$ cat config.mk
export PLATFORM = sky130hd
export DESIGN_NAME = psd_front
export DESIGN_NICKNAME = d
export VERILOG_FILES = /design/src/hdl/assert_macros.svh /design/src/hdl/psd_pkg.sv /design/src/hdl/psd_front.sv
export SDC_FILE = /design/constraint.sdc
export NUM_CORES = 2
export LEC_CHECK = 0
export ABC_CLOCK_PERIOD_IN_PS = 8500
export BUFFER_PORTS_ARGS = -buffer_cell sky130_fd_sc_hd__buf_4
export CAP_MARGIN = 10
export CORE_ASPECT_RATIO = 1.2
export CORE_MARGIN = 2
export CORE_UTILIZATION = 40
export CTS_CLUSTER_DIAMETER = 100
export DETAILED_ROUTE_END_ITERATION = 10
export PLACE_DENSITY = 0.63
export SYNTH_ARGS = -nofsm -noshare
export SYNTH_HDL_FRONTEND = slang
export SYNTH_SLANG_ARGS = --single-unit
$ cat constraint.sdc
create_clock -name i_clk -period 8.5 [get_ports i_clk]
set_input_delay 0.425 -clock i_clk [delete_from_list [all_inputs] [get_ports i_clk]]
set_output_delay 0.425 -clock i_clk [all_outputs]
set_load 0.02 [all_outputs]
$ cat src/hdl/assert_macros.svh
// Assertion macros shared by the point-to-segment distance RTL.
`ifndef ASSERT_MACROS_SVH
`define ASSERT_MACROS_SVH

// Plain property, checked on every rising edge outside reset.
`define PSD_ASSERT(lbl, clk, rst_n, prop, msg) \
    lbl: assert property (@(posedge clk) disable iff (!rst_n) (prop)) \
        else $error(msg);

// Implication: when ante holds, cons must hold in the same cycle.
`define PSD_ASSERT_IMP(lbl, clk, rst_n, ante, cons, msg) \
    lbl: assert property (@(posedge clk) disable iff (!rst_n) (ante) |-> (cons)) \
        else $error(msg);

`endif

$ cat src/hdl/psd_pkg.sv
// Shared types and constants for the point-to-segment distance block.
`default_nettype none

package psd_pkg;

    // Width of the configuration register index
    localparam int CFG_IDX_W = 2;

    localparam logic [CFG_IDX_W-1:0] REG_START_X = 2'd0;
    localparam logic [CFG_IDX_W-1:0] REG_START_Y = 2'd1;
    localparam logic [CFG_IDX_W-1:0] REG_END_X   = 2'd2;
    localparam logic [CFG_IDX_W-1:0] REG_END_Y   = 2'd3;

    // How the projection ratio is settled for one word
    typedef enum logic [1:0] {
        SAT_NONE,   // 0 < num < den: quotient from the divider chain
        SAT_ZERO,   // num <= 0 or zero-length segment
        SAT_ONE     // num >= den
    } t_sat;

    typedef struct packed {
        logic valid;
        t_sat sat;
    } t_ratio_ctl;

endpackage

`default_nettype wire

$ cat src/hdl/psd_front.sv
// Front end: segment deltas, squared length, dot product and ratio classification.
`default_nettype none

module psd_front import psd_pkg::*; #(
    parameter int COORD_BITS = 16
) (
    input  wire logic                      i_clk,
    input  wire logic                      i_rst_n,
    input  wire logic                      i_accept,
    input  wire logic [COORD_BITS-1:0]     i_point_x,
    input  wire logic [COORD_BITS-1:0]     i_point_y,
    input  wire logic [COORD_BITS-1:0]     i_start_x,
    input  wire logic [COORD_BITS-1:0]     i_start_y,
    input  wire logic [COORD_BITS-1:0]     i_end_x,
    input  wire logic [COORD_BITS-1:0]     i_end_y,
    output t_ratio_ctl                     o_ctl,
    output logic [2*COORD_BITS:0]          o_rem,
    output logic [COORD_BITS:0]            o_ex,
    output logic [COORD_BITS:0]            o_ey,
    output logic signed [COORD_BITS:0]     o_dx,
    output logic signed [COORD_BITS:0]     o_dy,
    output logic [2*COORD_BITS:0]          o_den
);

    localparam int C      = COORD_BITS;
    localparam int EXT_W  = C + 1;
    localparam int PROD_W = 2*C + 2;
    localparam int NUM_W  = 2*C + 3;
    localparam int DEN_W  = 2*C + 1;
    localparam int SQ_W   = 2*C;

    logic signed [EXT_W-1:0]  n_dx, n_dy, n_ex, n_ey;
    logic signed [PROD_W-1:0] w_dx2, w_dy2, w_px, w_py;
    logic signed [NUM_W-1:0]  w_num;
    logic                     w_pos, w_ge;
    t_ratio_ctl               n_ctl;

    // segment terms, refreshed every cycle from the config registers
    logic signed [EXT_W-1:0] r_dx, r_dy;
    logic [SQ_W-1:0]         r_dx2, r_dy2;
    logic [DEN_W-1:0]        r_den;

    logic                     r0_valid, r1_valid;
    logic signed [EXT_W-1:0]  r0_ex, r0_ey, r1_ex, r1_ey;
    logic signed [PROD_W-1:0] r1_px, r1_py;
    t_ratio_ctl               r2_ctl;
    logic [DEN_W-1:0]         r2_rem;
    logic [EXT_W-1:0]         r2_ex, r2_ey;

    assign n_dx  = {i_end_x[C-1], i_end_x} - {i_start_x[C-1], i_start_x};
    assign n_dy  = {i_end_y[C-1], i_end_y} - {i_start_y[C-1], i_start_y};
    assign n_ex  = {i_point_x[C-1], i_point_x} - {i_start_x[C-1], i_start_x};
    assign n_ey  = {i_point_y[C-1], i_point_y} - {i_start_y[C-1], i_start_y};
    assign w_dx2 = n_dx * n_dx;
    assign w_dy2 = n_dy * n_dy;
    assign w_px  = r0_ex * r_dx;
    assign w_py  = r0_ey * r_dy;

    assign w_num = {r1_px[PROD_W-1], r1_px} + {r1_py[PROD_W-1], r1_py};
    assign w_pos = ~w_num[NUM_W-1] && (w_num != '0);
    assign w_ge  = w_num[NUM_W-2:0] >= {1'b0, r_den};

    always_comb begin
        n_ctl.valid = r1_valid;
        if ((r_den == '0) || !w_pos) begin
            n_ctl.sat = SAT_ZERO;
        end else if (w_ge) begin
            n_ctl.sat = SAT_ONE;
        end else begin
            n_ctl.sat = SAT_NONE;
        end
    end

    always_ff @(posedge i_clk) begin
        if (!i_rst_n) begin
            r_dx     <= '0;
            r_dy     <= '0;
            r_dx2    <= '0;
            r_dy2    <= '0;
            r_den    <= '0;
            r0_valid <= 1'b0;
            r1_valid <= 1'b0;
            r2_ctl   <= '0;
        end else begin
            r_dx     <= n_dx;
            r_dy     <= n_dy;
            r_dx2    <= w_dx2[SQ_W-1:0];
            r_dy2    <= w_dy2[SQ_W-1:0];
            r_den    <= {1'b0, r_dx2} + {1'b0, r_dy2};
            r0_valid <= i_accept;
            r1_valid <= r0_valid;
            r2_ctl   <= n_ctl;
        end
    end

    always_ff @(posedge i_clk) begin
        r0_ex  <= n_ex;
        r0_ey  <= n_ey;
        r1_px  <= w_px;
        r1_py  <= w_py;
        r1_ex  <= r0_ex;
        r1_ey  <= r0_ey;
        // only meaningful for SAT_NONE, where 0 < num < den
        r2_rem <= w_num[DEN_W-1:0];
        r2_ex  <= r1_ex;
        r2_ey  <= r1_ey;
    end

    assign o_ctl = r2_ctl;
    assign o_rem = r2_rem;
    assign o_ex  = r2_ex;
    assign o_ey  = r2_ey;
    assign o_dx  = r_dx;
    assign o_dy  = r_dy;
    assign o_den = r_den;

endmodule

`default_nettype wire

==> flow_summary.ini <==
[sta]
min_period_ns = 8.01
finClkSkew_ns = 0.0277
period_share_pct = 94.2
hold_violations = 0
setup_ws_ns = 0.493
rsz0062_at_grt = no
max_freq_ghz = 0.125
slew_violations = 0
max_slew_margin_pct = 33.6
worstMarginPinSlew_ns = 0.995
setup_violations = 0

[synth]
syn_inst = 5747
synth_top_area_share_pct = 41.6
syn-num-nets = 7445
synth-edff-count = 0
syn_area_mm2 = 0.0536
ys_seq_elements = 335
synthFlopType = dfxtp_1
yosysWarnings = 0
synth_area_leader_cell = fa_1
avgSynthCellArea_um2 = 9.33
synth.distinct_cells = 89
ys_top_cells_by_area = fa_1, dfxtp_1, ha_1, inv_1, nand2_1
seq_area_frac_synth_pct = 12.5
async_flop_share_pct = 0

[finish]
final_cell_mix = inv_1, fa_1, nand2_1
final_common_cell = inv_1
nets = 7766
syn_to_final_growth_pct = 12.0
final_area_mm2 = 0.0600
final_layout_size_suffix_gt1_share_pct = 9.08

[clocking]
insertion_delay_ns = 0.59
cts_made_buffers = 40
clk_pin_slew_worst_paths_ns = 0.06
numClockSinks = 335
post_cts_buffers = 0
clk_path_buf_depth = 3
htreeDepth = 2
clockRootBuffer = clkbuf_16
cts_tree = built

[run]
maxCapViolCount = 0

[global_route]
first_global_vias = 42706
grt_antenna_before_repair = 5
grt_usage_pct = 20.6
grt_max_degree = 59
grt-ovfl-total = 0
grt_pass1_wl_um = 223000

[route]
vias = 39006
drtIter0Drc = 1931
wl_per_cell_um = 17.3
drt_pre_antenna_iters = 6
viasPerCell = 4.94
drc = 0
routed_wl_um = 137000
antenna_left = 0

[place]
routabilityCongestion = 0.908
io_buffers = 235
pre_cts_ws_ns = -0.0879
place_hpwl_um = 117000
place_area_mm2 = 0.0585

[status]
status = completed

[setup_path]
reg2regPathDepth = 23
cp_slowest_cell = fa_1
worst_path_largest_cell_delay_ns = 0.53
setup.worst_path.start_class = primary input
worstSetupPathType = primary input to flip-flop
cp_common_cell = fa_1
critPathMaxFanout = 6
crit_arrival_ns = 8.44
end_kind = flip-flop
required_ns = 8.94

[floorplan]
die_area_mm2 = 0.137
die_width_um = 338
die_h_um = 405
std_cell_rows = 147
pin_count = 236
core_mm2 = 0.133
start_util_pct = 40.2

[min_path]
hp-class = primary input to flip-flop
hold_depth = 2
## sequential cells by signal, summed over array words and instances (netlist names)
name	flops
o_rem	33
o_den	33
r_dy2	30
r0_ex	17
r1_py	34
o_ey	17
r1_px	34
r1_valid	1
r_dx2	30
o_dx	17
r0_valid	1
o_dy	17
r1_ex	17
r1_ey	17
o_ex	17
r0_ey	17
o_ctl	3
## metrics by stage
stage / std cells / TNS, ns / hold slack (ns) / util [%]
3_5_place_dp: 7814 / -0.233 / 0.312 / 43.9
4_1_cts: 7888 / 0 / 0.0234 / 45.0
5_1_grt: 7888 / 0 / 0.0560 / 45.0
2_1_floorplan: 5747 / 0 / 0.310 / -
6_report: 7891 / 0 / 0.0624 / 45.0
3_3_place_gp: 7814 / -0.196 / 0.311 / 43.9
## timing repair
action,in CTS,in global routing
setup endpoints to repair,0,7
hold buffers,0,0
gates resized for setup,0,5
## critical path: cells and delay by family
kind	cells	cell delay [ns]
XOR/XNOR	1	0.18
multiplexers	1	0.17
AO/OA/AOI/OAI	14	2.65
adder cells (fa/ha/maj)	8	3.45
buffers and inverters	8	0.94
AND/OR/NAND/NOR	5	0.61
## cells by family (layout without fill, tap and decap cells)
family / count (synthesis) / count (layout) / synth area share, %
DFF: 335 / 335 / 12.5
AOI/OAI and AO/OA: 548 / 548 / 6.97
adders and majority gates: 1599 / 1599 / 52.9
muxes: 5 / 5 / 0.0957
buffers and inverters: 1506 / 1859 / 10.6
and+or+nand+nor: 1535 / 1535 / 13.3
xor gates and xnor gates: 219 / 219 / 3.58
other: 0 / 3 / 0
## cells in the mapped netlist (6+ instances only)
cell type,number
a211o_1,9
a211oi_1,34
a21boi_0,17
a21o_1,70
a21oi_1,131
a31oi_1,22
and2_1,258
and3_1,31
clkbuf_1,144
clkinv_1,11
dfxtp_1,335
fa_1,1113
ha_1,486
inv_1,1337
nand2_1,549
nand2b_1,74
nand3_1,41
nand4_1,16
nor2_1,410
nor2b_1,35
nor3_1,55
nor3b_1,8
nor4_1,15
o2111ai_1,6
o211ai_1,10
o21a_1,37
o21ai_0,107
o21bai_1,11
o31ai_1,7
or2_2,11
or3_1,15
xnor2_1,151
xor2_1,68
## final timing paths
path	startpoint	end	slack [ns]
min	i_accept	r0_valid	0.06
min reg2reg	r1_ex[9]	o_ex[9]	0.32
max	i_start_y[1]	r_dy2[29]	0.49
max reg2reg	o_dy[2]	r1_py[33]	0.88
## per-layer routing
layer / part of all wire [%] / GRT usage (%) / vias up
li1: - / - / 18036
met2: 53 / 37.9 / 861
met1: 40 / 25.3 / 19903
met5: 0 / 0 / -
met3: 4.6 / 2.28 / 206
met4: 2.7 / 5.64 / 0
## layout make-up
class	count	area, um^2
Fill cell	12769	73300
Clock inverter	24	364
Clock buffer	50	1110
Sequential cell	335	6710
Inverter	1352	5080
Timing Repair Buffer	433	3260
Multi-Input combinational cell	3906	41200
Antenna cell	3	7.51
Tap cell	1788	2240
Power is not shown: default switching activity piles up to over one toggle a cycle in this logic, so the estimate is an artifact.
