==> config.mk <==
export PLATFORM = sky130hd
export DESIGN_NAME = psd_back
export DESIGN_NICKNAME = d
export VERILOG_FILES = /design/src/hdl/psd_pkg.sv /design/src/hdl/psd_back.sv
export VERILOG_INCLUDE_DIRS = /design/src /design/src/hdl
export SDC_FILE = /design/constraint.sdc
export NUM_CORES = 2
export LEC_CHECK = 0
export BUFFER_PORTS_ARGS = -buffer_cell sky130_fd_sc_hd__buf_2
export CAP_MARGIN = 5
export CELL_PAD_IN_SITES_DETAIL_PLACEMENT = 1
export CELL_PAD_IN_SITES_GLOBAL_PLACEMENT = 1
export CORE_ASPECT_RATIO = 0.5
export CORE_MARGIN = 1
export CORE_UTILIZATION = 30
export CTS_CLUSTER_SIZE = 20
export DETAILED_ROUTE_END_ITERATION = 8
export PLACE_DENSITY = 0.6
export SLEW_MARGIN = 0
export SYNTH_ARGS = -nofsm -noshare
export SYNTH_HDL_FRONTEND = slang
export SYNTH_SLANG_ARGS = --single-unit
==> constraint.sdc <==
create_clock -name i_clk -period 21 [get_ports i_clk]
set_input_delay 6.3 -clock i_clk [delete_from_list [all_inputs] [get_ports i_clk]]
set_output_delay 6.3 -clock i_clk [all_outputs]
set_load 0.1 [all_outputs]
==> src/hdl/assert_macros.svh <==
// Assertion macros shared by the point-to-segment distance RTL.
`ifndef ASSERT_MACROS_SVH
`define ASSERT_MACROS_SVH

// Plain property, checked on every rising edge outside reset.
`define PSD_ASSERT(lbl, clk, rst_n, prop, msg) \
    lbl: assert property (@(posedge clk) disable iff (!rst_n) (prop)) \
        else $error(msg);

// Implication: when ante holds, cons must hold in the same cycle.
`define PSD_ASSERT_IMP(lbl, clk, rst_n, ante, cons, msg) \
    lbl: assert property (@(posedge clk) disable iff (!rst_n) (ante) |-> (cons)) \
        else $error(msg);

`endif

==> src/hdl/psd_pkg.sv <==
// Shared types and constants for the point-to-segment distance block.
`default_nettype none

package psd_pkg;

    // Width of the configuration register index
    localparam int CFG_IDX_W = 2;

    localparam logic [CFG_IDX_W-1:0] REG_START_X = 2'd0;
    localparam logic [CFG_IDX_W-1:0] REG_START_Y = 2'd1;
    localparam logic [CFG_IDX_W-1:0] REG_END_X   = 2'd2;
    localparam logic [CFG_IDX_W-1:0] REG_END_Y   = 2'd3;

    // How the projection ratio is settled for one word
    typedef enum logic [1:0] {
        SAT_NONE,   // 0 < num < den: quotient from the divider chain
        SAT_ZERO,   // num <= 0 or zero-length segment
        SAT_ONE     // num >= den
    } t_sat;

    typedef struct packed {
        logic valid;
        t_sat sat;
    } t_ratio_ctl;

endpackage

`default_nettype wire

==> src/hdl/psd_back.sv <==
// Back end: ratio rounding, closest point, offset and squared distance.
`default_nettype none
`include "assert_macros.svh"

module psd_back import psd_pkg::*; #(
    parameter int COORD_BITS = 16,
    parameter int FRAC_BITS  = 16
) (
    input  wire logic                      i_clk,
    input  wire logic                      i_rst_n,
    input  wire t_ratio_ctl                i_ctl,
    input  wire logic [FRAC_BITS:0]        i_q,
    input  wire logic [COORD_BITS:0]       i_ex,
    input  wire logic [COORD_BITS:0]       i_ey,
    input  wire logic signed [COORD_BITS:0] i_dx,
    input  wire logic signed [COORD_BITS:0] i_dy,
    input  wire logic [COORD_BITS-1:0]     i_start_x,
    input  wire logic [COORD_BITS-1:0]     i_start_y,
    output logic                           o_valid,
    output logic [FRAC_BITS:0]             o_ratio,
    output logic [COORD_BITS-1:0]          o_near_x,
    output logic [COORD_BITS-1:0]          o_near_y,
    output logic [COORD_BITS:0]            o_offset_x,
    output logic [COORD_BITS:0]            o_offset_y,
    output logic [2*COORD_BITS:0]          o_dist_sqr
);

    localparam int C     = COORD_BITS;
    localparam int F     = FRAC_BITS;
    localparam int Q_W   = F + 1;
    localparam int EXT_W = C + 1;
    localparam int PW    = F + C + 3;
    localparam int OFF_P = 2*C + 2;
    localparam int SQ_W  = 2*C;
    localparam logic [Q_W-1:0]       ONE_Q = {1'b1, {F{1'b0}}};
    localparam logic signed [PW-1:0] HALF  = {{(PW-F){1'b0}}, 1'b1, {(F-1){1'b0}}};

    logic [Q_W:0]            w_round;
    logic [Q_W-1:0]          n_ratio;
    logic signed [PW-1:0]    w_px, w_py, w_sx, w_sy, w_rxf, w_ryf;
    logic signed [EXT_W-1:0] w_rx, w_ry;
    logic signed [OFF_P-1:0] w_sqx, w_sqy;

    logic                    r3_valid, r4_valid, r5_valid, r6_valid, r7_valid;
    logic [Q_W-1:0]          r3_ratio, r4_ratio, r5_ratio, r6_ratio, r7_ratio;
    logic signed [EXT_W-1:0] r3_ex, r3_ey, r4_ex, r4_ey;
    logic signed [PW-1:0]    r4_px, r4_py;
    logic [C-1:0]            r5_near_x, r5_near_y, r6_near_x, r6_near_y;
    logic [C-1:0]            r7_near_x, r7_near_y;
    logic signed [EXT_W-1:0] r5_off_x, r5_off_y, r6_off_x, r6_off_y;
    logic [EXT_W-1:0]        r7_off_x, r7_off_y;
    logic [SQ_W-1:0]         r6_sq_x, r6_sq_y;
    logic [SQ_W:0]           r7_dist;

    // round to nearest, ties up: drop the extra quotient bit after adding one
    assign w_round = {1'b0, i_q} + {{Q_W{1'b0}}, 1'b1};

    always_comb begin
        case (i_ctl.sat)
            SAT_NONE: n_ratio = w_round[Q_W:1];
            SAT_ZERO: n_ratio = '0;
            SAT_ONE:  n_ratio = ONE_Q;
            default:  n_ratio = '0;
        endcase
    end

    assign w_px = $signed({1'b0, r3_ratio}) * i_dx;
    assign w_py = $signed({1'b0, r3_ratio}) * i_dy;

    // arithmetic shift gives the floor, so ties go up
    assign w_sx  = r4_px + HALF;
    assign w_sy  = r4_py + HALF;
    assign w_rxf = w_sx >>> F;
    assign w_ryf = w_sy >>> F;
    assign w_rx  = w_rxf[EXT_W-1:0];
    assign w_ry  = w_ryf[EXT_W-1:0];

    assign w_sqx = r5_off_x * r5_off_x;
    assign w_sqy = r5_off_y * r5_off_y;

    always_ff @(posedge i_clk) begin
        if (!i_rst_n) begin
            r3_valid <= 1'b0;
            r4_valid <= 1'b0;
            r5_valid <= 1'b0;
            r6_valid <= 1'b0;
            r7_valid <= 1'b0;
        end else begin
            r3_valid <= i_ctl.valid;
            r4_valid <= r3_valid;
            r5_valid <= r4_valid;
            r6_valid <= r5_valid;
            r7_valid <= r6_valid;
        end
    end

    always_ff @(posedge i_clk) begin
        r3_ratio  <= n_ratio;
        r3_ex     <= i_ex;
        r3_ey     <= i_ey;

        r4_ratio  <= r3_ratio;
        r4_px     <= w_px;
        r4_py     <= w_py;
        r4_ex     <= r3_ex;
        r4_ey     <= r3_ey;

        r5_ratio  <= r4_ratio;
        r5_near_x <= i_start_x + w_rx[C-1:0];
        r5_near_y <= i_start_y + w_ry[C-1:0];
        r5_off_x  <= w_rx - r4_ex;
        r5_off_y  <= w_ry - r4_ey;

        r6_ratio  <= r5_ratio;
        r6_near_x <= r5_near_x;
        r6_near_y <= r5_near_y;
        r6_off_x  <= r5_off_x;
        r6_off_y  <= r5_off_y;
        r6_sq_x   <= w_sqx[SQ_W-1:0];
        r6_sq_y   <= w_sqy[SQ_W-1:0];

        r7_ratio  <= r6_ratio;
        r7_near_x <= r6_near_x;
        r7_near_y <= r6_near_y;
        r7_off_x  <= r6_off_x;
        r7_off_y  <= r6_off_y;
        r7_dist   <= {1'b0, r6_sq_x} + {1'b0, r6_sq_y};
    end

    assign o_valid    = r7_valid;
    assign o_ratio    = r7_ratio;
    assign o_near_x   = r7_near_x;
    assign o_near_y   = r7_near_y;
    assign o_offset_x = r7_off_x;
    assign o_offset_y = r7_off_y;
    assign o_dist_sqr = r7_dist;

    `PSD_ASSERT_IMP(a_ratio_range, i_clk, i_rst_n, r3_valid, r3_ratio <= ONE_Q, "ratio above one")

endmodule

`default_nettype wire

==> flow_summary_export.csv <==
group,metric,value,unit
clock_network,cts_tree,"built",
clock_network,h-tree-depth,2,
final_layout,final_nets,6991,
final_layout,n_fill_cell,19479,
timing,final_max_slew_viol_count,0,
clock_network,cts_setup_buffers,0,
clock_network,cts_max_path_buffers,3,
route,avgViaCountPerCell,4.47,
route,routed_wl,135000,um
final_layout,ff_latch_area,9710,um2
global_route,antenna_found_initial,18,
final_layout,areaGrowthSynthToFinish,10.5,%
timing,worst_slew_pin_slew,1.15,ns
logic_synthesis,synth_edf_count,0,
floorplanning,fp.dieArea,173000,um2
clock_network,insertion_delay,0.65,ns
floorplanning,die_w,588,um
floorplanning,row_count,107,
timing,fin_skew,0.0287,ns
timing,period_share,57.7,%
route,wl_per_cell,17.4,um
place,place_congestion,0.809,
place,io_buffers,238,
route,first_iter_violations,1096,
logic_synthesis,synth_nets,6807,
clock_network,clkSinkCount,485,
floorplanning,io_pins,239,
timing,slew_headroom,23.4,%
global_route,overflow,0,
floorplanning,initial_core_util,30.2,%
clock_network,clk_pin_slew_worst_paths,0.07,ns
final_layout,layout-drive-gt1-share,7.39,%
timing,finalHoldViolations,0,
clock_network,ctsResizeCount,0,
run,max_cap_viol_count,0,
global_route,grt_pass1_wl,219000,um
logic_synthesis,yosysTopAreaCell,"fa_1",
route,first_pass_iters,5,
logic_synthesis,ys.flop_type,"dfxtp_1",
route,ant_nets,0,
logic_synthesis,synthTopCellsByArea,"fa_1, dfxtp_1, ha_1",
worst_setup_path,crit_arrival,12.65,ns
logic_synthesis,synth_warnings,0,
timing,rsz0062_at_grt,"false",
logic_synthesis,ys_ff_latch,485,
worst_setup_path,cp-end-kind,"flop",
logic_synthesis,syn-mean-instance-area,9.84,um2
timing,period_needed,12.13,ns
timing,hold_ws,0.320,ns
global_route,grt_start_max_net_pins,36,
logic_synthesis,async_flop_share,0,%
logic_synthesis,yosysUniqueCellTypes,72,
global_route,grt_pass1_vias,40346,
place,dp_hpwl,107000,um
global_route,grtUsageTotal,16.1,%
timing,fmax,82.5,MHz
logic_synthesis,ys_seq_area_share,18.9,%
clock_network,cts_made_buffers,47,
worst_setup_path,critical_path_class,"input port to flop",
hold_path,worstHoldPathType,"flop to flop",
final_layout,multi_input_area,36600,um2
route,num_vias,34571,
floorplanning,die_h,295,um
worst_setup_path,required,21.53,ns
logic_synthesis,synth.cell_area,51500,um2
floorplanning,coreArea,170000,um2
worst_setup_path,crit_fanout,10,
timing,setup_viol,0,
timing,finalSetupTns,0,ns
logic_synthesis,syn_inst,5231,
clock_network,holdBufCountCts,0,
run_status,status,"completed",
route,route.detailed.drc,0,
clock_network,cts-root-buf,"clkbuf_16",
worst_setup_path,cp-start-kind,"input port",
logic_synthesis,synth_top_area_share,37.4,%
[Yosys cell counts, drive strengths merged, types with 3 or more instances]
cell	instances
nor2	169
or2	14
a21o	49
and3	23
a211o	8
o21a	15
nand2b	34
inv	1237
a311oi	4
a31o	10
xor2	77
a211oi	18
nand3	61
a2111oi	6
o31a	3
a221oi	3
o21bai	15
a21oi	106
fa	962
dfxtp	485
nor3	30
or3	11
o211ai	9
o41ai	3
o2111ai	4
xnor2	182
ha	492
a221o	3
o311a	3
a31oi	11
nand4	16
nand2	481
and4	7
nor2b	38
and2	401
o31ai	11
a21boi	6
o21ai	59
clkbuf	140
[placed cells by master, fill, tap and decap left out, drive strengths merged, types with 34 or more instances in the layout]
| cell | netlist | routed |
|---|---|---|
| o21ai | 59 | 59 |
| a21o | 49 | 49 |
| nand2 | 481 | 481 |
| xor2 | 77 | 77 |
| xnor2 | 182 | 182 |
| fa | 962 | 962 |
| inv | 1237 | 1245 |
| nand2b | 34 | 34 |
| buf | 0 | 275 |
| nor2b | 38 | 38 |
| nor2 | 169 | 169 |
| and2 | 401 | 401 |
| ha | 492 | 492 |
| a21oi | 106 | 106 |
| nand3 | 61 | 61 |
| clkbuf | 140 | 56 |
| dfxtp | 485 | 485 |
[layer usage]
metal  vias up  GRT usage [%]  part of all wire [%]
met4         2           3.79                   2.1
met3       164           1.93                   3.3
met1     17998           19.9                    43
li1      15974              -                     -
met5         -              0                0.0067
met2       433           29.8                    51
[state kept, by name (all words and copies together) (netlist names), 17 cells and up]
name,cells
o_dist_sqr,33
o_offset_x,17
o_offset_y,17
o_ratio,17
r3_ex,17
r3_ey,17
r3_ratio,17
r4_ex,17
r4_ey,17
r4_px,18
r4_py,18
r4_ratio,17
r5_off_x,17
r5_off_y,17
r5_ratio,17
r6_ratio,17
r6_sq_x,31
r6_sq_y,31
[layout make-up]
class	instances	area share (%)
repair buffers	275	2.58
diodes	3	0.0132
inverters	1238	8.17
well taps	2289	5.04
flip-flops and latches	485	17.1
clock buffers	56	2.22
multi-input cells	3368	64.3
clock inverters	28	0.605
[cell families (layout without fill, tap and decap cells)]
group | Yosys count | count (layout) | synth area share (%)
mux | 2 | 2 | 0.0438
other cells | 0 | 3 | 0
compound gates | 357 | 357 | 4.77
simple gates | 1296 | 1296 | 12.5
xor+xnor | 259 | 259 | 4.41
fa+ha+maj | 1454 | 1454 | 49.4
flops | 485 | 485 | 18.9
buf+inv | 1378 | 1597 | 10.1
[worst max-delay path: stages]
cell	delay, ns
buf_2	0.21
clkinv_1	0.38
nor2_1	0.24
fa_1	0.46
fa_1	0.53
fa_1	0.44
fa_1	0.48
fa_1	0.51
inv_1	0.06
fa_1	0.48
inv_1	0.05
ha_1	0.36
nand4_1	0.15
nor3_1	0.19
o21ai_1	0.09
o31ai_1	0.56
a41oi_2	0.28
o21ai_2	0.27
a211oi_1	0.13
o41a_1	0.34
xnor2_1	0.13
[path summary, 6_finish.rpt]
check / endpoint / slack (ns) / cells past startpoint / startpoint
hold / removal: r4_ey[3] / 0.32 / 0 / r3_ey[3]
hold reg to reg: r4_ey[3] / 0.32 / 0 / r3_ey[3]
setup / recovery: r4_py[32] / 8.87 / 21 / i_dy[16]
setup reg to reg: r6_sq_y[31] / 13.62 / 20 / r5_off_y[4]
[stage by stage]
step	worst slack [ns]	instances	utilization, %	area [um2]
floorplan	8.84	5231	-	51500
global placement	8.41	7655	32.5	55300
detailed placement	8.16	7655	32.5	55300
CTS	8.86	7739	33.4	56900
global route	8.51	7742	33.4	56900
finish	8.87	7742	33.4	56900
Power is not shown: default switching activity piles up to over one toggle a cycle in this logic, so the estimate is an artifact.
