--- src/hdl/assert_macros.svh ---
// Assertion macros shared by the point-to-segment distance RTL.
`ifndef ASSERT_MACROS_SVH
`define ASSERT_MACROS_SVH

// Plain property, checked on every rising edge outside reset.
`define PSD_ASSERT(lbl, clk, rst_n, prop, msg) \
    lbl: assert property (@(posedge clk) disable iff (!rst_n) (prop)) \
        else $error(msg);

// Implication: when ante holds, cons must hold in the same cycle.
`define PSD_ASSERT_IMP(lbl, clk, rst_n, ante, cons, msg) \
    lbl: assert property (@(posedge clk) disable iff (!rst_n) (ante) |-> (cons)) \
        else $error(msg);

`endif

--- src/hdl/psd_pkg.sv ---
// Shared types and constants for the point-to-segment distance block.
`default_nettype none

package psd_pkg;

    // Width of the configuration register index
    localparam int CFG_IDX_W = 2;

    localparam logic [CFG_IDX_W-1:0] REG_START_X = 2'd0;
    localparam logic [CFG_IDX_W-1:0] REG_START_Y = 2'd1;
    localparam logic [CFG_IDX_W-1:0] REG_END_X   = 2'd2;
    localparam logic [CFG_IDX_W-1:0] REG_END_Y   = 2'd3;

    // How the projection ratio is settled for one word
    typedef enum logic [1:0] {
        SAT_NONE,   // 0 < num < den: quotient from the divider chain
        SAT_ZERO,   // num <= 0 or zero-length segment
        SAT_ONE     // num >= den
    } t_sat;

    typedef struct packed {
        logic valid;
        t_sat sat;
    } t_ratio_ctl;

endpackage

`default_nettype wire

--- src/hdl/psd_cell.sv ---
// One restoring-division cell: produces one quotient bit per word and passes it on.
`default_nettype none

module psd_cell import psd_pkg::*; #(
    parameter int COORD_BITS = 16,
    parameter int FRAC_BITS  = 16
) (
    input  wire logic                      i_clk,
    input  wire logic                      i_rst_n,
    input  wire logic [2*COORD_BITS:0]     i_den,
    input  wire t_ratio_ctl                i_ctl,
    input  wire logic [2*COORD_BITS:0]     i_rem,
    input  wire logic [FRAC_BITS:0]        i_q,
    input  wire logic [COORD_BITS:0]       i_ex,
    input  wire logic [COORD_BITS:0]       i_ey,
    output t_ratio_ctl                     o_ctl,
    output logic [2*COORD_BITS:0]          o_rem,
    output logic [FRAC_BITS:0]             o_q,
    output logic [COORD_BITS:0]            o_ex,
    output logic [COORD_BITS:0]            o_ey
);

    localparam int DEN_W = 2*COORD_BITS + 1;
    localparam int REM_W = DEN_W + 1;
    localparam int Q_W   = FRAC_BITS + 1;

    logic [REM_W-1:0] w_rem2;
    logic [REM_W:0]   w_diff;
    logic             w_ge;
    logic [DEN_W-1:0] n_rem;

    t_ratio_ctl       r_ctl;
    logic [DEN_W-1:0] r_rem;
    logic [Q_W-1:0]   r_q;
    logic [COORD_BITS:0] r_ex;
    logic [COORD_BITS:0] r_ey;

    // remainder stays below den, so the doubled value fits one extra bit
    assign w_rem2 = {i_rem, 1'b0};
    assign w_diff = {1'b0, w_rem2} - {2'b00, i_den};
    assign w_ge   = ~w_diff[REM_W];

    always_comb begin
        if (w_ge) begin
            n_rem = w_diff[DEN_W-1:0];
        end else begin
            n_rem = w_rem2[DEN_W-1:0];
        end
    end

    always_ff @(posedge i_clk) begin
        if (!i_rst_n) begin
            r_ctl <= '0;
        end else begin
            r_ctl <= i_ctl;
        end
    end

    always_ff @(posedge i_clk) begin
        r_rem <= n_rem;
        r_q   <= {i_q[Q_W-2:0], w_ge};
        r_ex  <= i_ex;
        r_ey  <= i_ey;
    end

    assign o_ctl = r_ctl;
    assign o_rem = r_rem;
    assign o_q   = r_q;
    assign o_ex  = r_ex;
    assign o_ey  = r_ey;

endmodule

`default_nettype wire

--- config.mk ---
export PLATFORM = sky130hd
export DESIGN_NAME = psd_cell
export DESIGN_NICKNAME = d
export VERILOG_FILES = /design/src/hdl/assert_macros.svh /design/src/hdl/psd_pkg.sv /design/src/hdl/psd_cell.sv
export SDC_FILE = /design/constraint.sdc
export NUM_CORES = 1
export LEC_CHECK = 0
export BUFFER_PORTS_ARGS = -buffer_cell sky130_fd_sc_hd__buf_2
export CAP_MARGIN = 25
export CELL_PAD_IN_SITES_DETAIL_PLACEMENT = 1
export CELL_PAD_IN_SITES_GLOBAL_PLACEMENT = 1
export CORE_MARGIN = 2
export CORE_UTILIZATION = 30
export DETAILED_ROUTE_END_ITERATION = 10
export GPL_ROUTABILITY_DRIVEN = 0
export PLACE_DENSITY = 0.75
export SETUP_SLACK_MARGIN = 0.15
export SYNTH_ARGS = -nofsm -noshare
export SYNTH_HDL_FRONTEND = slang
export SYNTH_SLANG_ARGS = --single-unit
--- constraint.sdc ---
create_clock -name i_clk -period 5.1 [get_ports i_clk]
set_input_delay 1.02 -clock i_clk [delete_from_list [all_inputs] [get_ports i_clk]]
set_output_delay 1.02 -clock i_clk [all_outputs]
set_load 0.05 [all_outputs]
==> results of run 1 <==
[through the flow]
step / power (mW) / instance area, um2 / util [%] / setup slack (ns)
after floorplan: 1.338 / 3926 / - / 1.879
after global placement: 1.502 / 5127 / 40.30 / 1.261
after detailed placement: 1.520 / 5127 / 40.30 / 1.239
after CTS: 2.236 / 5441 / 42.77 / 1.606
after global routing: 2.316 / 5441 / 42.77 / 1.478
final: 2.199 / 5441 / 42.77 / 1.615
[placed cells by master (no fill, tap or decap), types with 6 or more instances in the layout]
cell type                   count
sky130_fd_sc_hd__xnor2_1       16
sky130_fd_sc_hd__nor2_1        37
sky130_fd_sc_hd__a21oi_1       33
sky130_fd_sc_hd__xor2_1        10
sky130_fd_sc_hd__inv_1         40
sky130_fd_sc_hd__nand2_1       21
sky130_fd_sc_hd__o21ai_0       17
sky130_fd_sc_hd__nor3_1         6
sky130_fd_sc_hd__buf_2        207
sky130_fd_sc_hd__a31oi_1        8
sky130_fd_sc_hd__mux2_4         8
sky130_fd_sc_hd__dfxtp_1       87
sky130_fd_sc_hd__ha_1          32
sky130_fd_sc_hd__a21o_1        10
sky130_fd_sc_hd__a21oi_2       21
sky130_fd_sc_hd__clkbuf_16      9
[kinds of logic (layout without fill, tap and decap cells)]
kind of cell    Yosys count  after routing
mux                       8              8
simple gates             94             94
buf+inv                  47            265
flops                    87             87
fa+ha+maj                33             33
compound gates          110            110
xor+xnor                 26             26
[routing by layer]
metal	share of wire, %	vias up	global-route usage, %
met5	0.11	-	0
li1	-	1810	-
met1	38	1704	18.10
met4	2.1	2	5.580
met3	7.2	20	6.033
met2	52	134	32.30
[report_power, final]
| group | internal (mW) | switching (mW) | leakage [nW] |
|---|---|---|---|
| combinational | 0.224 | 0.500 | 1.87 |
| sequential | 0.758 | 0.0176 | 0.734 |
| clock | 0.401 | 0.297 | 0.152 |
[worst max-delay path, cell delays in order]
cell and delay, ns:
sky130_fd_sc_hd__buf_2 0.12, sky130_fd_sc_hd__fa_1 0.47, sky130_fd_sc_hd__nor2b_2 0.16, sky130_fd_sc_hd__o31a_1 0.21
sky130_fd_sc_hd__o211ai_2 0.12, sky130_fd_sc_hd__a21oi_2 0.18, sky130_fd_sc_hd__nor3_2 0.08, sky130_fd_sc_hd__o31a_4 0.36
sky130_fd_sc_hd__o2111ai_4 0.21, sky130_fd_sc_hd__buf_4 0.42, sky130_fd_sc_hd__mux2_4 0.34
[flip-flops by register name, summed over array words and instances (netlist names)]
register / flops
o_ey: 17
o_ex: 17
o_ctl: 3
o_q: 17
o_rem: 33
[how the worst min path moves through the flow]
| stage | from | end | slack [ns] | cells past startpoint |
|---|---|---|---|---|
| finish | i_q[1] | o_q[2] | 0.78 | 1 |
| global route | i_ey[0] | o_ey[0] | 0.76 | 1 |
| CTS | i_ey[15] | o_ey[15] | 0.76 | 1 |
| detailed placement | i_ey[14] | o_ey[14] | 1.12 | 1 |
| global placement | i_ey[8] | o_ey[8] | 1.12 | 1 |
| floorplan | i_ex[0] | o_ex[0] | 1.05 | 0 |
[layout make-up]
| cell class | instances | area share, % |
|---|---|---|
| Multi-Input combinational cell | 271 | 36.19 |
| Clock inverter | 6 | 1.380 |
| Timing Repair Buffer | 209 | 19.31 |
| Tap cell | 172 | 3.955 |
| Clock buffer | 10 | 4.392 |
| Inverter | 40 | 2.759 |
| Sequential cell | 87 | 32.01 |
==> impl_table.tex, run 1 <==
\begin{tabular}{lr}
\hline
Metric & Value \\
\hline
\multicolumn{2}{l}{\textbf{Run status}} \\
Status & completed \\
\multicolumn{2}{l}{\textbf{GRT}} \\
GRT Residual Overflow & 0 \\
Pin count of the biggest net entering global routing & 34 \\
GRT Resource Usage Total & 17.34\% \\
Antenna violations before repair & 1 \\
Wire length of the first global-routing pass & 19.21 mm \\
Vias in the first global route & 3,820 \\
\multicolumn{2}{l}{\textbf{Synth}} \\
Share of synthesized area occupied by flip-flops and latches & 44.36\% \\
Area share of the largest cell type after synthesis & 44.36\% \\
Top cell type by total area after synthesis & sky130\_fd\_sc\_hd\_\_dfxtp\_1 \\
Post-synthesis instance area & 3926 um2 \\
Number of warning messages in the yosys log & 0 \\
Share of synthesized area spent on multiplexers & 3.059\% \\
Top flip-flop cell by instance count after synthesis & sky130\_fd\_sc\_hd\_\_dfxtp\_1 \\
Synth Instances & 405 \\
Share of async-settable or async-resettable flops after synthesis & 0\% \\
Count of flip-flops with a built-in enable after synthesis & 0 \\
Post-synthesis compound-gate area fraction & 18.90\% \\
Dominant combinational cell family by area after synthesis & compound AO/OA/AOI/OAI gates \\
Number of different library cells in the post-synthesis netlist & 47 \\
Commonest cells in the netlist & sky130\_fd\_sc\_hd\_\_dfxtp\_1, sky130\_fd\_sc\_hd\_\_inv\_1, sky130\_fd\_sc\_hd\_\_nor2\_1, sky130\_fd\_sc\_hd\_\_a21oi\_1, sky130\_fd\_sc\_hd\_\_ha\_1 \\
Most area-consuming cells after synthesis & sky130\_fd\_sc\_hd\_\_dfxtp\_1, sky130\_fd\_sc\_hd\_\_ha\_1, sky130\_fd\_sc\_hd\_\_a21oi\_2 \\
Synthesized-area fraction occupied by adder cells & 10.71\% \\
Total nets after synthesis & 560 \\
Synthesized flop and latch total & 87 \\
Fraction of synthesized cell area in xor and xnor cells & 5.800\% \\
Leading cell type by number of instances after synthesis & sky130\_fd\_sc\_hd\_\_dfxtp\_1 \\
Per-instance average area after synthesis & 9.694 um2 \\
Simple-Gate Fraction of Synth Area & 11.41\% \\
\multicolumn{2}{l}{\textbf{Clocking}} \\
Clock buffers created by TritonCTS & 9 \\
Clock-pin transition on the worst setup and hold timing paths & 0.07 ns \\
Number of cells upsized or downsized after cts & 0 \\
Post-CTS setup buffer count & 0 \\
Maximum level of the CTS H-tree & 3 \\
Total number of clock tree sinks & 87 \\
CTS Root Buffer Type & sky130\_fd\_sc\_hd\_\_clkbuf\_16 \\
Clock tree from TritonCTS & done \\
Bufs on Longest Clock Path & 2 \\
Count of hold buffers inserted by post-cts repair & 0 \\
\multicolumn{2}{l}{\textbf{Pwr}} \\
Leakage component of the power & 2.760 nW \\
Power density normalized to cell area & 404.0 nW/um2 \\
Worst vdd ir & 171.3 uV \\
\multicolumn{2}{l}{\textbf{STA}} \\
Crit share post-route & 68.32\% \\
Hold WS & 0.7757 ns \\
Tightest Pin Transition & 0.4477 ns \\
Final hold vios & 0 \\
Max-Slew Margin vs Limit & 70.02\% \\
Unrepaired setup endpoints after global routing & false \\
Number of endpoints failing setup at the final stage & 0 \\
Post-route setup TNS & 0 ns \\
Max Clk Rate & 287.0 MHz \\
Final Max Tran Viols & 0 \\
Final Critical Period & 3.485 ns \\
\multicolumn{2}{l}{\textbf{Worst setup path}} \\
Startpoint types & input port \\
Critical path required time & 5.33 ns \\
Source of the critical timing path & i\_den[0] \\
Critical path peak fanout & 33 \\
Arrival time of data at the critical path endpoint & 3.72 ns \\
Type of the worst setup path & in -> reg \\
Setup crit end kind & flop \\
Capturing instance or port of the critical path & o\_rem[17] \\
\multicolumn{2}{l}{\textbf{Place}} \\
HPWL after detailed placement & 9.829 mm \\
Placed Instances & 779 \\
Port buffer count & 207 \\
\multicolumn{2}{l}{\textbf{Routing}} \\
First drt pass iteration count & 4 \\
Vias per inst & 4.616 \\
Wire length reported by the detailed router & 12.08 mm \\
Number of nets with antenna violations after routing & 0 \\
DRC violations left & 0 \\
Vias & 3,670 \\
Average detailed-routed wire length per instance & 15.20 um \\
Number of DRC violations after detailed-routing iteration 0 & 116 \\
\multicolumn{2}{l}{\textbf{Floorplan}} \\
Die outline height & 118.4 um \\
Std cell rows & 41 \\
Initial core utilization & 30.86\% \\
Number of I/O pins & 209 \\
Core ar. & 12,720 um2 \\
Total die area & 14,020 um2 \\
Die Width & 118.4 um \\
\multicolumn{2}{l}{\textbf{Cells and area}} \\
Number of antenna diodes & 0 \\
Area growth from synthesis to layout & 38.59\% \\
Number of nets in the finished design & 773 \\
Fraction of layout instances using a drive strength above 1 & 42.22\% \\
Multi-input combinational cell area & 1969 um2 \\
Register cell area after layout & 1742 um2 \\
Non-filler cells in the finished layout & 795 \\
Layout filler cell count & 1,585 \\
\multicolumn{2}{l}{\textbf{Run}} \\
MaxCap Viol Count & 0 \\
\multicolumn{2}{l}{\textbf{Hold path}} \\
Class of the most critical hold timing path & in -> reg \\
\hline
\end{tabular}
(Power assumes the default switching activity.)
==> run 2: changes to the inputs <==
==> constraint.sdc (replaced) <==
create_clock -name i_clk -period 3.5 [get_ports i_clk]
set_input_delay 0.7 -clock i_clk [delete_from_list [all_inputs] [get_ports i_clk]]
set_output_delay 0.7 -clock i_clk [all_outputs]
set_load 0.05 [all_outputs]
==> run 2 against run 1 <==
Compared with the run above:
- worst hold slack worse by 0.32 ns
- utilization is 0.38 points higher
- power is 47% higher
- sequential share of layout area decreased by 0.28 points
- first-iteration DRC count rose by 31%
- design area grew 0.90%
- sequential cell count did not move
- largest cell class unchanged
- count of clock-buffer cells in the layout did not move
- clock power up 47%
- via count is 0.38% lower
- sequential power increased by 46%
==> impl_table.tex, run 2 (synthesis results as in run 1) <==
\begin{tabular}{lr}
\hline
Metric & Value \\
\hline
\multicolumn{2}{l}{\textbf{Routing}} \\
DRC violations left & 0 \\
Number of DRC violations after detailed-routing iteration 0 & 152 \\
Vias per inst & 4.587 \\
First drt pass iteration count & 4 \\
Number of nets with antenna violations after routing & 0 \\
Wire length reported by the detailed router & 11.72 mm \\
Vias & 3,656 \\
Average detailed-routed wire length per instance & 14.70 um \\
\multicolumn{2}{l}{\textbf{STA}} \\
Crit share post-route & 85.29\% \\
Number of endpoints failing setup at the final stage & 0 \\
Final hold vios & 0 \\
Final Max Tran Viols & 0 \\
Max Clk Rate & 335.0 MHz \\
Max-Slew Margin vs Limit & 70.30\% \\
Unrepaired setup endpoints after global routing & false \\
Post-route setup TNS & 0 ns \\
Min setup slack post-route & 0.5148 ns \\
Hold WS & 0.4528 ns \\
Tightest Pin Transition & 0.4435 ns \\
Final Critical Period & 2.985 ns \\
\multicolumn{2}{l}{\textbf{GRT}} \\
GRT Residual Overflow & 0 \\
Vias in the first global route & 3,709 \\
Wire length of the first global-routing pass & 18.37 mm \\
Antenna violations before repair & 0 \\
GRT Resource Usage Total & 16.55\% \\
Pin count of the biggest net entering global routing & 24 \\
\multicolumn{2}{l}{\textbf{Clocking}} \\
Post-CTS setup buffer count & 0 \\
Total number of clock tree sinks & 87 \\
Clock buffers created by TritonCTS & 9 \\
Number of cells upsized or downsized after cts & 0 \\
Count of hold buffers inserted by post-cts repair & 0 \\
Maximum level of the CTS H-tree & 3 \\
Clock tree from TritonCTS & done \\
Bufs on Longest Clock Path & 2 \\
Clock-pin transition on the worst setup and hold timing paths & 0.07 ns \\
CTS Root Buffer Type & sky130\_fd\_sc\_hd\_\_clkbuf\_16 \\
\multicolumn{2}{l}{\textbf{Worst setup path}} \\
Arrival time of data at the critical path endpoint & 3.21 ns \\
Type of the worst setup path & in -> reg \\
Critical path peak fanout & 23 \\
Critical path required time & 3.72 ns \\
Setup crit end kind & flop \\
Startpoint types & input port \\
\multicolumn{2}{l}{\textbf{Place}} \\
Pre-CTS setup slack & 0.1139 ns \\
Port buffer count & 207 \\
HPWL after detailed placement & 9.844 mm \\
\multicolumn{2}{l}{\textbf{Pwr}} \\
Leakage component of the power & 2.782 nW \\
Power density normalized to cell area & 587.7 nW/um2 \\
Worst vdd ir & 198.4 uV \\
Final total power & 3.227 mW \\
\multicolumn{2}{l}{\textbf{Cells and area}} \\
Area growth from synthesis to layout & 39.83\% \\
Post-Route Utilization & 43.16\% \\
Leading cell type in the layout, fill and taps excluded & sky130\_fd\_sc\_hd\_\_buf\_2 \\
Number of nets in the finished design & 775 \\
Highest-count cells in the layout ignoring fill and taps & sky130\_fd\_sc\_hd\_\_buf\_2, sky130\_fd\_sc\_hd\_\_dfxtp\_1, sky130\_fd\_sc\_hd\_\_inv\_1 \\
Number of antenna diodes & 0 \\
Number of flip-flops under the largest register name & 33 \\
Fraction of layout instances using a drive strength above 1 & 42.24\% \\
\multicolumn{2}{l}{\textbf{Floorplan}} \\
Std cell rows & 41 \\
Die outline height & 118.4 um \\
Core ar. & 12,720 um2 \\
Initial core utilization & 30.86\% \\
Die Width & 118.4 um \\
Total die area & 14,020 um2 \\
Number of I/O pins & 209 \\
\multicolumn{2}{l}{\textbf{Hold path}} \\
Class of the most critical hold timing path & in -> reg \\
Hold EP & o\_ey[16] \\
Number of cells on the worst hold path & 1 \\
Startpoint of the most critical hold path & i\_ey[16] \\
\multicolumn{2}{l}{\textbf{Run}} \\
MaxCap Viol Count & 0 \\
\multicolumn{2}{l}{\textbf{Run status}} \\
Status & completed \\
\hline
\end{tabular}
## run 2: how the worst max path moves through the flow
stage | from | end
after detailed placement | i_den[6] | o_rem[11]
after global routing | i_den[6] | o_rem[11]
after floorplan | i_den[0] | o_rem[13]
final | i_den[0] | o_rem[20]
after global placement | i_den[0] | o_rem[20]
after CTS | i_den[6] | o_rem[11]
## run 2: routing by layer
metal | share of wire (%) | global-route usage, %
met1 | 39 | 17.13
met2 | 52 | 30.64
met3 | 7.5 | 5.792
met4 | 1.8 | 6.027
met5 | 0 | 0
## run 2: final cells by class
cell class / instances / area, um2
timing repair buffer: 211 / 1091
clock buffer: 10 / 229.0
multi-input combinational: 271 / 1969
tap: 172 / 215.2
clock inverter: 6 / 93.84
inverter: 40 / 150.1
sequential: 87 / 1742
fill: 1555 / 7232
## run 2: report_power, final
| part | switching [mW] | internal (mW) |
|---|---|---|
| clock | 0.403 | 0.631 |
| sequential | 0.0243 | 1.11 |
| combinational | 0.729 | 0.334 |
## run 2: through the flow
step / cell area, um2 / std cells
final: 5490 / 797
after global routing: 5490 / 797
after CTS: 5490 / 797
after detailed placement: 5167 / 781
after global placement: 5167 / 781
after floorplan: 3926 / 405
## run 2: critical path, cell delays in order
cell	delay, ns
sky130_fd_sc_hd__buf_2	0.12
sky130_fd_sc_hd__fa_1	0.47
sky130_fd_sc_hd__nor2b_2	0.16
sky130_fd_sc_hd__o31a_1	0.21
sky130_fd_sc_hd__o211ai_2	0.12
sky130_fd_sc_hd__a21oi_2	0.16
sky130_fd_sc_hd__nor3_2	0.08
sky130_fd_sc_hd__o31a_4	0.37
sky130_fd_sc_hd__o2111ai_4	0.27
sky130_fd_sc_hd__buf_12	0.21
sky130_fd_sc_hd__mux2_4	0.31
==> run 3: changes to the inputs <==
--- a/config.mk
+++ b/config.mk
@@ -5,10 +5,12 @@
 export SDC_FILE = /design/constraint.sdc
 export NUM_CORES = 1
 export LEC_CHECK = 0
+export ABC_AREA = 1
 export BUFFER_PORTS_ARGS = -buffer_cell sky130_fd_sc_hd__buf_2
 export CAP_MARGIN = 25
 export CELL_PAD_IN_SITES_DETAIL_PLACEMENT = 1
 export CELL_PAD_IN_SITES_GLOBAL_PLACEMENT = 1
+export CORE_ASPECT_RATIO = 1.4
 export CORE_MARGIN = 2
 export CORE_UTILIZATION = 30
 export DETAILED_ROUTE_END_ITERATION = 10
@@ -18,3 +20,4 @@
 export SYNTH_ARGS = -nofsm -noshare
 export SYNTH_HDL_FRONTEND = slang
 export SYNTH_SLANG_ARGS = --single-unit
+export TNS_END_PERCENT = 30
==> run 3 against run 2 <==
Compared with the run above:
- power grew 1.0%
- fmax increased by 21%
- combinational power up 8%
- non-clock buffer count shrank 1
- via count is 47% higher
- utilization fell by 3.6 points
- area after synthesis increased by 28%
==> impl_table.tex, run 3 <==
\begin{tabular}{lr}
\hline
Metric & Value \\
\hline
\multicolumn{2}{l}{\textbf{Run status}} \\
Status & completed \\
\multicolumn{2}{l}{\textbf{GRT}} \\
GRT Resource Usage Total & 19.75\% \\
Pin count of the biggest net entering global routing & 35 \\
Antenna violations before repair & 0 \\
GRT Residual Overflow & 0 \\
Wire length of the first global-routing pass & 27.34 mm \\
Vias in the first global route & 5,588 \\
\multicolumn{2}{l}{\textbf{Routing}} \\
Vias per inst & 4.565 \\
Top Metal Used & met4 \\
Vias & 5,391 \\
DRC violations left & 0 \\
Routed length on met1 & 6.447 mm \\
Met2 WL & 9.772 mm \\
Length of routed met3 wiring & 997 um \\
Average detailed-routed wire length per instance & 15.01 um \\
Wire length reported by the detailed router & 17.73 mm \\
First drt pass iteration count & 4 \\
Number of nets with antenna violations after routing & 0 \\
Number of DRC violations after detailed-routing iteration 0 & 260 \\
\multicolumn{2}{l}{\textbf{Floorplan}} \\
Initial core utilization & 30.37\% \\
Die outline height & 157.4 um \\
Number of I/O pins & 209 \\
Total die area & 17,880 um2 \\
Die Width & 113.6 um \\
Std cell rows & 56 \\
Core ar. & 16,610 um2 \\
\multicolumn{2}{l}{\textbf{Clocking}} \\
Bufs on Longest Clock Path & 2 \\
Maximum level of the CTS H-tree & 3 \\
CTS Root Buffer Type & sky130\_fd\_sc\_hd\_\_clkbuf\_16 \\
Total number of clock tree sinks & 87 \\
Count of hold buffers inserted by post-cts repair & 0 \\
Clock tree from TritonCTS & done \\
Post-CTS setup buffer count & 0 \\
Clock buffers created by TritonCTS & 9 \\
Number of cells upsized or downsized after cts & 0 \\
Clock-pin transition on the worst setup and hold timing paths & 0.07 ns \\
\multicolumn{2}{l}{\textbf{Place}} \\
Placed Instances & 1,165 \\
HPWL after detailed placement & 14.88 mm \\
Port buffer count & 207 \\
\multicolumn{2}{l}{\textbf{Synth}} \\
Most area-consuming cells after synthesis & sky130\_fd\_sc\_hd\_\_dfxtp\_1, sky130\_fd\_sc\_hd\_\_nand2\_1, sky130\_fd\_sc\_hd\_\_inv\_1 \\
Synthesized flop and latch total & 87 \\
Share of synthesized area occupied by flip-flops and latches & 34.53\% \\
Number of warning messages in the yosys log & 0 \\
Area share of the largest cell type after synthesis & 34.53\% \\
Top flip-flop cell by instance count after synthesis & sky130\_fd\_sc\_hd\_\_dfxtp\_1 \\
Leading cell type by number of instances after synthesis & sky130\_fd\_sc\_hd\_\_nand2\_1 \\
Synth Instances & 761 \\
Count of flip-flops with a built-in enable after synthesis & 0 \\
Commonest cells in the netlist & sky130\_fd\_sc\_hd\_\_nand2\_1, sky130\_fd\_sc\_hd\_\_inv\_1, sky130\_fd\_sc\_hd\_\_dfxtp\_1, sky130\_fd\_sc\_hd\_\_nand3\_1, sky130\_fd\_sc\_hd\_\_nor2\_1 \\
Share of async-settable or async-resettable flops after synthesis & 0\% \\
Post-synthesis instance area & 5044 um2 \\
Per-instance average area after synthesis & 6.628 um2 \\
Total nets after synthesis & 916 \\
Number of different library cells in the post-synthesis netlist & 30 \\
Top cell type by total area after synthesis & sky130\_fd\_sc\_hd\_\_dfxtp\_1 \\
\multicolumn{2}{l}{\textbf{Worst setup path}} \\
Number of buffers and inverters on the critical path & 4 \\
Source of the critical timing path & i\_den[9] \\
Type of the worst setup path & in -> reg \\
Arrival time of data at the critical path endpoint & 2.68 ns \\
Number of logic stages on the critical path including buffering & 15 \\
Delay-heaviest family, CP & simple AND/OR/NAND/NOR gates \\
Setup crit end kind & flop \\
Sequence of cells on the critical path & buf\_2, inv\_1, ha\_1, nand2\_1, inv\_1, nand2\_1, nand2\_1, inv\_2, nand3\_2, nand2\_2, nand2\_2, nand2\_4, nand2\_8, nand2\_1, nand2\_1 \\
Startpoint types & input port \\
Crit path max-delay cell type & sky130\_fd\_sc\_hd\_\_ha\_1 \\
Peak per-stage delay on the critical path & 0.34 ns \\
Critical path required time & 3.72 ns \\
Critical path peak fanout & 34 \\
Capturing instance or port of the critical path & o\_rem[8] \\
Cell repeated most along the worst path & sky130\_fd\_sc\_hd\_\_nand2\_1 \\
\multicolumn{2}{l}{\textbf{STA}} \\
Number of endpoints failing setup at the final stage & 0 \\
Tightest Pin Transition & 0.3932 ns \\
Max-Slew Margin vs Limit & 73.78\% \\
Post-route setup TNS & 0 ns \\
Max Clk Rate & 404.9 MHz \\
Final Critical Period & 2.470 ns \\
Final Max Tran Viols & 0 \\
Crit share post-route & 70.56\% \\
Final hold vios & 0 \\
Unrepaired setup endpoints after global routing & false \\
\multicolumn{2}{l}{\textbf{Cells and area}} \\
Fraction of layout instances using a drive strength above 1 & 26.69\% \\
Number of nets in the finished design & 1,128 \\
Number of flip-flops under the largest register name & 33 \\
Highest-count cells in the layout ignoring fill and taps & sky130\_fd\_sc\_hd\_\_nand2\_1, sky130\_fd\_sc\_hd\_\_buf\_2, sky130\_fd\_sc\_hd\_\_inv\_1 \\
Non-filler cells in the finished layout & 1,181 \\
Layout filler cell count & 2,241 \\
Leading cell type in the layout, fill and taps excluded & sky130\_fd\_sc\_hd\_\_nand2\_1 \\
Number of antenna diodes & 0 \\
Area growth from synthesis to layout & 30.31\% \\
\multicolumn{2}{l}{\textbf{Pwr}} \\
Power density normalized to cell area & 495.9 nW/um2 \\
Leakage component of the power & 3.953 nW \\
Worst vdd ir & 183.5 uV \\
\multicolumn{2}{l}{\textbf{Hold path}} \\
Class of the most critical hold timing path & in -> reg \\
\multicolumn{2}{l}{\textbf{Run}} \\
MaxCap Viol Count & 0 \\
\hline
\end{tabular}
-- run 3: changes by cell type after synthesis, sizes merged, moves of 10 or more --
cell / before / now
a21o: 10 / 0
a21oi: 54 / 22
inv: 40 / 155
nand2: 22 / 288
nand3: 5 / 69
o21ai: 19 / 1
xnor2: 16 / 1
-- run 3: kinds of logic (layout without fill, tap and decap cells) --
| logic type | Yosys count | count (layout) | synth area share [%] |
|---|---|---|---|
| buffers and inverters | 164 | 381 | 13.12 |
| AOI/OAI and AO/OA | 26 | 26 | 2.803 |
| and+or+nand+nor | 436 | 436 | 38.60 |
| xor gates and xnor gates | 15 | 15 | 2.605 |
| DFF | 87 | 87 | 34.53 |
| adders and majority gates | 33 | 33 | 8.335 |
-- run 3: stage by stage --
step	area (um2)	util, %	total power, mW	hold slack [ns]	setup slack, ns
after global placement	6276	37.79	2.291	0.8020	0.6460
after global routing	6573	39.58	3.440	0.4415	0.8648
final	6573	39.58	3.259	0.4499	1.030
after CTS	6573	39.58	3.309	0.4427	0.9888
after floorplan	5044	-	1.976	0.7277	1.340
after detailed placement	6276	37.79	2.305	0.8039	0.6350
-- run 3: cell type report --
class	count	area [um2]	share of cell area [%]
Multi-Input combinational cell	510	2640	40.17
Sequential cell	87	1742	26.50
Timing Repair Buffer	210	1059	16.11
Inverter	155	581.8	8.852
Tap cell	203	254.0	3.864
Clock buffer	10	239.0	3.636
Clock inverter	6	57.56	0.8757
-- run 3: power by group --
part	internal, mW	total, mW	switching, mW
Combinational	0.310	1.14	0.832
Sequential	1.10	1.13	0.0302
Clock	0.522	0.988	0.466
-- run 3: worst min-delay path by stage --
stage | startpoint | end | slack, ns | cells after the start
2_1_floorplan | i_ex[0] | o_ex[0] | 0.73 | 0
3_3_place_gp | i_ex[14] | o_ex[14] | 0.80 | 1
3_5_place_dp | i_ex[8] | o_ex[8] | 0.80 | 1
4_1_cts | i_q[3] | o_q[4] | 0.44 | 1
5_1_grt | i_ex[5] | o_ex[5] | 0.44 | 1
6_report | i_ey[14] | o_ey[14] | 0.45 | 1
-- run 3: routing by layer --
| metal | vias up | global-route usage, % |
|---|---|---|
| li1 | 2716 | - |
| met1 | 2471 | 18.95 |
| met2 | 174 | 40.95 |
| met3 | 30 | 3.620 |
| met4 | 0 | 6.852 |
| met5 | - | 0 |
